[src/design/npp_pkg.sv]
package npp_pkg;

  // Default store depth, handed to the top level as its parameter default.
  localparam int POINTS_DEF = 64;

  localparam int COORD_W   = 16;
  localparam int THR_W     = 15;
  localparam int IDX_OUT_W = 6;

  // Squared magnitudes of 16-bit differences, and their sum with one carry bit.
  localparam int SQ_W    = 2 * COORD_W;
  localparam int SUM_W   = SQ_W + 1;
  localparam int LIMIT_W = 2 * THR_W;

  localparam int THR_RESET_VAL = 480;
  localparam logic [LIMIT_W-1:0] LIMIT_RESET = LIMIT_W'(THR_RESET_VAL * THR_RESET_VAL);

  typedef struct packed {
    logic signed [COORD_W-1:0] pos_x;
    logic signed [COORD_W-1:0] pos_y;
    logic                      frame_start;
  } npp_in_t;

  typedef struct packed {
    logic [IDX_OUT_W-1:0] earlier_index;
    logic [IDX_OUT_W-1:0] newer_index;
    logic                 last_of_run;
  } npp_out_t;

  typedef enum logic [1:0] {
    ST_IDLE,
    ST_SCAN,
    ST_DRAIN
  } npp_state_t;

endpackage

[src/design/near_point_pair_finder.sv]
// Near point pair finder.
// Points of one 2D cloud arrive as input transactions on in_data; a transaction
// is taken at a rising edge where start is high and busy is low. Each point is
// stored at the next index of the cloud (frame_start restarts the cloud at
// index 0) and compared with every earlier point of the same cloud. For every
// earlier point closer than near_threshold, one result transaction names the
// pair on out_data, marked by out_strobe for exactly one cycle; last_of_run
// flags the final pair caused by the point. Results come with earlier_index
// ascending. A point that arrives while the store is full is dropped.
// A point with index n > 0 keeps busy high for one read of the point store
// per earlier point, plus the read, difference, square and compare pipeline;
// a point with index 0 or a dropped point leaves busy low. The memory read
// port gives one stored point per cycle.
// The receiver cannot stall: results are simply presented for one cycle.
// cfg_we writes near_threshold; the user must write it only while busy is low, as the block does not enforce this.
// Reset (rst_n low, synchronous) empties the cloud and sets the threshold to
// 480; stored coordinates are not cleared, as they are only read once written.
module near_point_pair_finder #(
  parameter int POINTS = npp_pkg::POINTS_DEF
) (
  input  logic                       clk,
  input  logic                       rst_n,
  input  logic                       start,
  output logic                       busy,
  input  npp_pkg::npp_in_t           in_data,
  input  logic                       cfg_we,
  input  logic [npp_pkg::THR_W-1:0]  cfg_wdata,
  output logic                       out_strobe,
  output npp_pkg::npp_out_t          out_data
);

  import npp_pkg::*;

  localparam int IDX_W = $clog2(POINTS);
  localparam int CNT_W = $clog2(POINTS + 1);
  localparam int RAM_W = 2 * COORD_W;

  // Control state.
  npp_state_t       state_r, state_nxt;
  logic [CNT_W-1:0] count_r, count_nxt;
  logic [IDX_W-1:0] k_r, k_nxt;
  logic [IDX_W-1:0] last_k_r, last_k_nxt;
  logic [LIMIT_W-1:0] limit_r;

  // The newly arrived point under comparison.
  logic signed [COORD_W-1:0] nx_r, ny_r;
  logic [IDX_W-1:0]          nidx_r;

  // Compare pipeline: RAM read, absolute difference, squares.
  logic               rd_v_r;
  logic [IDX_W-1:0]   rd_k_r;
  logic               v2_r;
  logic [IDX_W-1:0]   k2_r;
  logic [COORD_W-1:0] dx_r, dy_r;
  logic               v3_r;
  logic [IDX_W-1:0]   k3_r;
  logic [SQ_W-1:0]    sqx_r, sqy_r;

  // One near pair is held back until it is known whether another follows.
  logic             pend_v_r, pend_v_nxt;
  logic [IDX_W-1:0] pend_k_r, pend_k_nxt;

  logic     out_strobe_r, out_strobe_nxt;
  npp_out_t out_data_r, out_data_nxt;

  logic                ram_we;
  logic                rd_en;
  logic                load;
  logic [CNT_W-1:0]    cnt_eff;
  logic [RAM_W-1:0]    rd_data;
  logic signed [COORD_W-1:0] sx, sy;
  logic signed [COORD_W:0]   dx, dy;
  logic [COORD_W:0]    dx_abs, dy_abs;
  logic [SUM_W-1:0]    dist_sq;
  logic                near;
  logic                flush;

  // Both coordinates of a point share one memory word, x in the upper half.
  npp_ram #(
    .WIDTH (RAM_W),
    .DEPTH (POINTS)
  ) u_store (
    .clk   (clk),
    .we    (ram_we),
    .waddr (cnt_eff[IDX_W-1:0]),
    .wdata ({in_data.pos_x, in_data.pos_y}),
    .re    (rd_en),
    .raddr (k_r),
    .rdata (rd_data)
  );

  assign cnt_eff = in_data.frame_start ? '0 : count_r;

  // Difference magnitudes fit 16 bits unsigned, since |a - b| is at most 65535.
  assign sx     = rd_data[RAM_W-1:COORD_W];
  assign sy     = rd_data[COORD_W-1:0];
  assign dx     = {nx_r[COORD_W-1], nx_r} - {sx[COORD_W-1], sx};
  assign dy     = {ny_r[COORD_W-1], ny_r} - {sy[COORD_W-1], sy};
  assign dx_abs = dx[COORD_W] ? (COORD_W+1)'(-dx) : (COORD_W+1)'(dx);
  assign dy_abs = dy[COORD_W] ? (COORD_W+1)'(-dy) : (COORD_W+1)'(dy);

  // Squares are compared directly against the squared threshold.
  assign dist_sq = SUM_W'(sqx_r) + SUM_W'(sqy_r);
  assign near    = v3_r && (dist_sq < SUM_W'(limit_r));

  always_comb begin
    state_nxt      = state_r;
    count_nxt      = count_r;
    k_nxt          = k_r;
    last_k_nxt     = last_k_r;
    ram_we         = 1'b0;
    rd_en          = 1'b0;
    load           = 1'b0;
    flush          = 1'b0;
    pend_v_nxt     = pend_v_r;
    pend_k_nxt     = pend_k_r;
    out_strobe_nxt = 1'b0;
    out_data_nxt   = out_data_r;

    unique case (state_r)
      ST_IDLE: begin
        if (start) begin
          // A full store drops the point; frame_start always makes room.
          if (cnt_eff < CNT_W'(POINTS)) begin
            ram_we    = 1'b1;
            load      = 1'b1;
            count_nxt = cnt_eff + 1'b1;
            if (cnt_eff != '0) begin
              state_nxt  = ST_SCAN;
              k_nxt      = '0;
              last_k_nxt = IDX_W'(cnt_eff - 1'b1);
            end
          end
        end
      end
      ST_SCAN: begin
        rd_en = 1'b1;
        k_nxt = IDX_W'(k_r + 1'b1);
        if (k_r == last_k_r) begin
          state_nxt = ST_DRAIN;
        end
      end
      ST_DRAIN: begin
        if (!rd_v_r && !v2_r && !v3_r) begin
          state_nxt = ST_IDLE;
          flush     = 1'b1;
        end
      end
      default: begin
        state_nxt = ST_IDLE;
      end
    endcase

    // A new near pair releases the held one as not last; the end of the scan
    // releases it as the last of the run.
    if (near) begin
      if (pend_v_r) begin
        out_strobe_nxt             = 1'b1;
        out_data_nxt.earlier_index = IDX_OUT_W'(pend_k_r);
        out_data_nxt.newer_index   = IDX_OUT_W'(nidx_r);
        out_data_nxt.last_of_run   = 1'b0;
      end
      pend_v_nxt = 1'b1;
      pend_k_nxt = k3_r;
    end else if (flush && pend_v_r) begin
      out_strobe_nxt             = 1'b1;
      out_data_nxt.earlier_index = IDX_OUT_W'(pend_k_r);
      out_data_nxt.newer_index   = IDX_OUT_W'(nidx_r);
      out_data_nxt.last_of_run   = 1'b1;
      pend_v_nxt                 = 1'b0;
    end
  end

  always_ff @(posedge clk) begin
    if (!rst_n) begin
      state_r      <= ST_IDLE;
      count_r      <= '0;
      k_r          <= '0;
      last_k_r     <= '0;
      limit_r      <= LIMIT_RESET;
      rd_v_r       <= 1'b0;
      v2_r         <= 1'b0;
      v3_r         <= 1'b0;
      pend_v_r     <= 1'b0;
      out_strobe_r <= 1'b0;
    end else begin
      state_r      <= state_nxt;
      count_r      <= count_nxt;
      k_r          <= k_nxt;
      last_k_r     <= last_k_nxt;
      rd_v_r       <= rd_en;
      v2_r         <= rd_v_r;
      v3_r         <= v2_r;
      pend_v_r     <= pend_v_nxt;
      out_strobe_r <= out_strobe_nxt;
      if (cfg_we) begin
        limit_r <= LIMIT_W'(cfg_wdata) * LIMIT_W'(cfg_wdata);
      end
    end
  end

  // Payload registers.
  always_ff @(posedge clk) begin
    if (load) begin
      nx_r   <= in_data.pos_x;
      ny_r   <= in_data.pos_y;
      nidx_r <= cnt_eff[IDX_W-1:0];
    end
    rd_k_r     <= k_r;
    k2_r       <= rd_k_r;
    dx_r       <= dx_abs[COORD_W-1:0];
    dy_r       <= dy_abs[COORD_W-1:0];
    k3_r       <= k2_r;
    sqx_r      <= SQ_W'(dx_r) * SQ_W'(dx_r);
    sqy_r      <= SQ_W'(dy_r) * SQ_W'(dy_r);
    pend_k_r   <= pend_k_nxt;
    out_data_r <= out_data_nxt;
  end

  assign busy       = (state_r != ST_IDLE);
  assign out_strobe = out_strobe_r;
  assign out_data   = out_data_r;

endmodule

[src/design/npp_ram.sv]
module npp_ram #(
  parameter int WIDTH = 32,
  parameter int DEPTH = 64
) (
  input  logic                     clk,
  input  logic                     we,
  input  logic [$clog2(DEPTH)-1:0] waddr,
  input  logic [WIDTH-1:0]         wdata,
  input  logic                     re,
  input  logic [$clog2(DEPTH)-1:0] raddr,
  output logic [WIDTH-1:0]         rdata
);

  logic [WIDTH-1:0] mem [DEPTH];

  // Simple dual-port array: one write and one registered read per cycle.
  always_ff @(posedge clk) begin
    if (we) begin
      mem[waddr] <= wdata;
    end
    if (re) begin
      rdata <= mem[raddr];
    end
  end

endmodule

[config.mk]
export PLATFORM = sky130hd
export DESIGN_NAME = near_point_pair_finder
export DESIGN_NICKNAME = d
export VERILOG_FILES = /design/src/design/npp_pkg.sv /design/src/design/near_point_pair_finder.sv /design/src/design/npp_ram.sv
export SDC_FILE = /design/constraint.sdc
export NUM_CORES = 2
export LEC_CHECK = 0
export BUFFER_PORTS_ARGS = -buffer_cell sky130_fd_sc_hd__buf_2
export CELL_PAD_IN_SITES_DETAIL_PLACEMENT = 0
export CELL_PAD_IN_SITES_GLOBAL_PLACEMENT = 1
export CORE_MARGIN = 2
export CORE_UTILIZATION = 40
export DETAILED_ROUTE_END_ITERATION = 8
export GPL_TIMING_DRIVEN = 0
export HOLD_SLACK_MARGIN = 0.03
export PLACE_DENSITY = 0.63
export SETUP_SLACK_MARGIN = 0.3
export SYNTH_ARGS = -nofsm -noshare
export SYNTH_HDL_FRONTEND = slang
export SYNTH_HIERARCHICAL = 1
export SYNTH_SLANG_ARGS = --single-unit
[constraint.sdc]
create_clock -name clk -period 8.4 [get_ports clk]
set_clock_uncertainty 0.2 [all_clocks]
set_input_delay 2.1 -clock clk [delete_from_list [all_inputs] [get_ports clk]]
set_output_delay 2.1 -clock clk [all_outputs]
set_load 0.01 [all_outputs]
# After elaboration in Yosys (flattened, before gate mapping)
# Memories as Yosys holds them, arrays and structs flattened. A register that Yosys moved wholly into a read port is not among the register bits.
# Index checks and enable logic that the tools add are counted.
[word_totals] register_bits=227 latchBits=0 ram_bits=2048 mem_bits_ro=0 in_bits=52 output_inout_bits=15 n_memories=1
[memory_table] memory="u_store.mem" words=64 word_bits=32 read_ports=1 rd_clocked_by_memory_dff=1 write_ports=1 line="npp_ram.sv:14" source="logic [WIDTH-1:0] mem [DEPTH];"
[classes] add_sub_neg=8 mul=3 div_mod_pow=0 order_cmp=2 eq_ne=9 n_shift=0 muxes=29 bitwise_logic=0 n_reduce_logical=17
[ops] operator="multiplier 16 x 16 -> 32 bit" count=2
[ops] operator="two-way mux 13 bit" count=3
[ops] operator="subtractor 16 x 16 -> 17 bit" count=2
[ops] operator="adder 32 x 32 -> 33 bit" count=1
[ops] operator="less-than comparator 33 x 30 -> 1 bit" count=1
[ops] operator="two-way mux 16 bit" count=2
[ops] operator="negator 16 bit" count=2
[ops] operator="multiplier 15 x 15 -> 30 bit" count=1
[ops] operator="two-way mux 6 bit" count=3
[ops] operator="two-way mux 1 bit" count=13
[ops] operator="inequality test 2 bit, second input constant" count=6
[ops] operator="case mux 6 bit (2 select lines)" count=1
[ops] operator="two-way mux 2 bit" count=5
[ops] operator="AND reduction 4 bit" count=2
[ops] operator="adder 7 x 1 -> 7 bit, second input constant" count=1
[ops] operator="less-than comparator 7 bit, second input constant" count=1
[ops] operator="two-way mux 7 bit" count=1
[ops] operator="nonzero test 7 bit" count=1
[ops] operator="adder 6 x 1 -> 6 bit, second input constant" count=1
[ops] operator="== test 6 bit" count=1
[ops] operator="case mux 2 bit (3 select lines)" count=1
[ops] operator="nonzero test 2 bit" count=3
[ops] operator="subtractor 6 x 1 -> 6 bit, second input constant" count=1
[ops] operator="AND reduction 5 bit" count=1
[ops] operator="other kinds (7)" count=12

# Depth between registers and ports, before layout
[depth] depth_word=8 depth_mapped=26 ltp_nobuf=25

# Hierarchy
# Netlist, hierarchy kept.
[modules_own_cells] mod="npp_ram" n_inst=1 cells_per_inst=3324 area_per_inst_um2=78835.6
[modules_own_cells] mod="near_point_pair_finder" n_inst=1 cells_per_inst=3311 area_per_inst_um2=30714.5

# Least setup slack after synthesis
# No wires, ideal clock.
[synth_path] kind="input-to-reg" start="input port cfg_wdata[2] (netlist name)" end="register limit_r[27]" setup_time_ps=117 arrival_ps=7627 required_time_ps=8083 path_slack_ps=456 stages=23 path_buffers=1 cell_sequence="clkbuf_1 nand2_1 inv_1 fa_1 inv_1 fa_1 inv_1 fa_1 fa_1 fa_1 inv_1 fa_1 inv_1 ha_1 and3_1 a31o_2 a221o_1 o21ai_2 a211o_1 o21ai_2 a311o_1 a31oi_1 nor2b_1"
[synth_via] elab_chain_len=1
[synth_rtl] item="from (decl)" line="near_point_pair_finder.sv:27" source="input logic [npp_pkg::THR_W-1:0] cfg_wdata,"
[synth_rtl] item="multiplier 15 x 15 -> 30 bit" line="near_point_pair_finder.sv:197" source="limit_r <= LIMIT_W'(cfg_wdata) * LIMIT_W'(cfg_wdata);"
[synth_rtl] item="to (signal assigned)" line="near_point_pair_finder.sv:197"
[synth_rtl] item="to (decl)" line="near_point_pair_finder.sv:43" source="logic [LIMIT_W-1:0] limit_r;"
# No other way between the ends.
# A chain may end at the register's enable or synchronous reset.

# Final worst setup path
[layout_path] start="input port cfg_wdata[13] (netlist name)" end="register limit_r[27]"
# Same word-level chain as after synthesis.

==> impl_metrics.csv <==
group,metric,value,unit
finish,finalInstanceArea,125300,sq um
finish,syn_to_final_growth,14.36,%
clock_network,cts-resized-gates,13,
route,drt-vias-per-instance,5.714,
route,routed_wl,338.8,mm
setup_path,crit_top_cell,"fa_1",
clock_network,numCtsBuffers,233,
global_route,antenna_found_initial,30,
floorplan,core,273100,sq um
setup_path,path_class,"in2reg",
logic_synthesis,async_flop_share,0,%
floorplan,die_h,527.3,microns
clock_network,ctsHoldBuffers,0,
hold_path,hp-class,"reg2reg",
setup_path,start_kind,"input pin",
logic_synthesis,synthFlopType,"edfxtp_1",
clock_network,post_cts_buffers,0,
status,status,"finished, violations left",
logic_synthesis,synth.avg_cell_area,16.51,sq um
setup_path,cp_top_family,"adder cells",
place,placed_cell_area,117600,sq um
setup_path,crit_path_top_delay_cell,"fa_1",
place,gp_congestion,0.8547,
setup_path,required,8880,ps
global_route,grt_pass1_wl,474.0,mm
finish,final_nets,7967,
floorplan,rows,192,
setup_path,crit_path_max_incr_delay,530,ps
place,hpwl,239.9,mm
clock_network,ctsLongestPathBuffers,4,
logic_synthesis,syn_inst,6635,
run,max_cap_viol_count,1,
route,vias,62000,
floorplan,dieArea,278100,sq um
timing,fmax,0.1272,GHz
setup_path,crit_fanout,10,
route,dr.pass1.iters,5,
logic_synthesis,yosys_register_bits,2304,
route,drtIter0Drc,7176,
timing,slew_headroom,-3.800,%
status,failed_checks,"max-capacitance violations, max-slew violations",
clock_network,clkTransAtPathRegs,60,ps
route,postRouteAntennaNets,0,
finish,layout_commonest_cell,"edfxtp_1",
setup_path,end_kind,"flop",
timing,worstMarginPinSlew,1557,ps
finish,fin_util,45.87,%
logic_synthesis,syn_nets,7540,
clock_network,clock_latency,930,ps
place,portBuffers,64,
clock_network,clock_sinks,2304,
timing,setup_viol,0,
clock_network,htree_num_levels,4,
timing,timing.final.crit_share,93.60,%
timing,hold_viol,0,
global_route,grt_max_degree,66,
logic_synthesis,synth_edf_count,2137,
route,drc,0,
setup_path,cp.arrival,8350,ps
global_route,grt.overflow.total,0,
timing,final.min_clock_period,7862,ps
finish,seqCellArea,67510,sq um
global_route,grt_pass1_vias,62880,
floorplan,initial_core_util,40.11,%
route,wl_per_cell,31.23,microns
setup_path,cp_num_buf_inv,6,
logic_synthesis,synth_cell_types,89,
finish,fillers,23500,
clock_network,cts_tree,"built",
setup_path,crit_chain,"buf_2, clkbuf_1, and2_1, fa_1, inv_1, fa_1, inv_1, fa_1, fa_1, fa_1, inv_1, fa_1, inv_1, ha_1, and3_1, a31o_2, a221o_1, o21ai_2, a211o_1, o21ai_2, a311o_1, a31oi_1, nor2b_1",
logic_synthesis,yosysWarnings,6,
global_route,grt_usage,24.27,%
finish,layout-drive-gt1-share,18.08,%
clock_network,cts_root_buffer,"clkbuf_16",
finish,multiInputGateArea,38360,sq um
timing,slew_violations,11,
floorplan,io-pin-count,67,
finish,final_cell_mix,"2,137 x edfxtp_1, 797 x inv_1, 544 x mux4_2",
logic_synthesis,netlist_area,109600,sq um
floorplan,die_width,527.3,microns
timing,rsz0062_at_grt,"yes",
logic_synthesis,synth-seq-area-share,61.63,%
==> worst register-to-register path, delay by kind of cell, from the launching register on <==
family,cells,cell delay [ps]
compound gates,8,2090
xor+xnor,1,140
simple gates,2,430
buf+inv,4,660
fa+ha+maj,7,3510
flops,1,560
==> cells in the mapped netlist (all sizes together), types with 12 or more instances <==
cell type / n / area (sq um)
edfxtp: 2137 / 64170
or2: 13 / 81.34
buf: 111 / 621.8
nand3b: 12 / 90.09
dfxtp: 167 / 3343
mux2i: 108 / 1081
fa: 463 / 9269
inv: 798 / 2995
nand2b: 23 / 143.9
nand4: 14 / 93.84
o21bai: 16 / 120.1
a22oi: 14 / 105.1
a21oi: 184 / 928.4
o22ai: 84 / 525.5
a311oi: 12 / 111.4
and2: 143 / 894.6
ha: 390 / 4880
nand3: 43 / 215.2
or3: 12 / 75.07
mux4: 544 / 12250
xnor2: 124 / 1086
nor3: 33 / 165.2
clkbuf: 144 / 540.5
nand2: 320 / 1204
nor2b: 65 / 406.6
a31oi: 18 / 112.6
xor2: 66 / 578.1
o211ai: 13 / 97.59
and3: 18 / 112.6
o21a: 18 / 142.6
o21ai: 70 / 357.8
o221ai: 29 / 271.5
nor2: 251 / 942.2
a21o: 56 / 420.4
==> sequential cells by signal (all words and copies together), names as in the netlist, 7 cells and up <==
register,cells
u_store/mem,2048
u_store/rdata,32
sqx_r,31
sqy_r,31
limit_r,29
dx_r,16
dy_r,16
nx_r,16
ny_r,16
out_data,13
count_r,7
==> cell families after synthesis <==
family / Yosys count / share of synthesized area, %
flip-flops: 2304 / 61.63
AND/OR/NAND/NOR: 972 / 4.243
buffers and inverters: 1055 / 3.802
XOR/XNOR: 190 / 1.519
AO/OA/AOI/OAI: 605 / 3.680
adder cells (fa/ha/maj): 853 / 12.92
multiplexers: 656 / 12.21
==> metrics by stage <==
step / hold WS (ps) / worst slack (ps) / TNS, ps / instances
after floorplan: 109.6 / 456.1 / 0 / 6635
after global placement: 113.5 / -3421 / -2207080 / 10290
after detailed placement: 112.1 / -1009 / -7097 / 10410
after CTS: 122.5 / 340.8 / 0 / 10840
after global routing: 129.3 / 275.7 / 0 / 10840
final: 126.0 / 537.9 / 0 / 10850
==> final timing paths <==
check	endpoint	slack, ps	depth (start not counted)	start
worst max register to register	sqx_r[30]	710	22	dx_r[2]
worst min register to register	k3_r[2]	130	0	k2_r[2]
worst max-delay path	limit_r[27]	540	23	cfg_wdata[13]
worst min-delay path	k3_r[2]	130	0	k2_r[2]
==> cell type report <==
type	instances	area share (%)
diodes	7	0.01398
inverters	800	2.398
well taps	3589	3.584
multi-input cells	3276	30.62
plain buffers	255	0.9618
clock buffers	277	4.820
flip-flops and latches	2304	53.89
repair buffers	192	2.499
clock inverters	149	1.215
==> per-layer routing <==
| layer | track usage [%] | up-vias | part of all wire, % |
|---|---|---|---|
| met1 | 31.63 | 33070 | 39 |
| li1 | - | 25550 | - |
| met2 | 40.86 | 2754 | 49 |
| met5 | 0 | - | 0.046 |
| met4 | 8.543 | 20 | 4.2 |
| met3 | 4.267 | 609 | 8.1 |
Power is left out: the tool's default activity adds up to more than one toggle a clock period on the data nets, which glitch-free logic cannot reach.
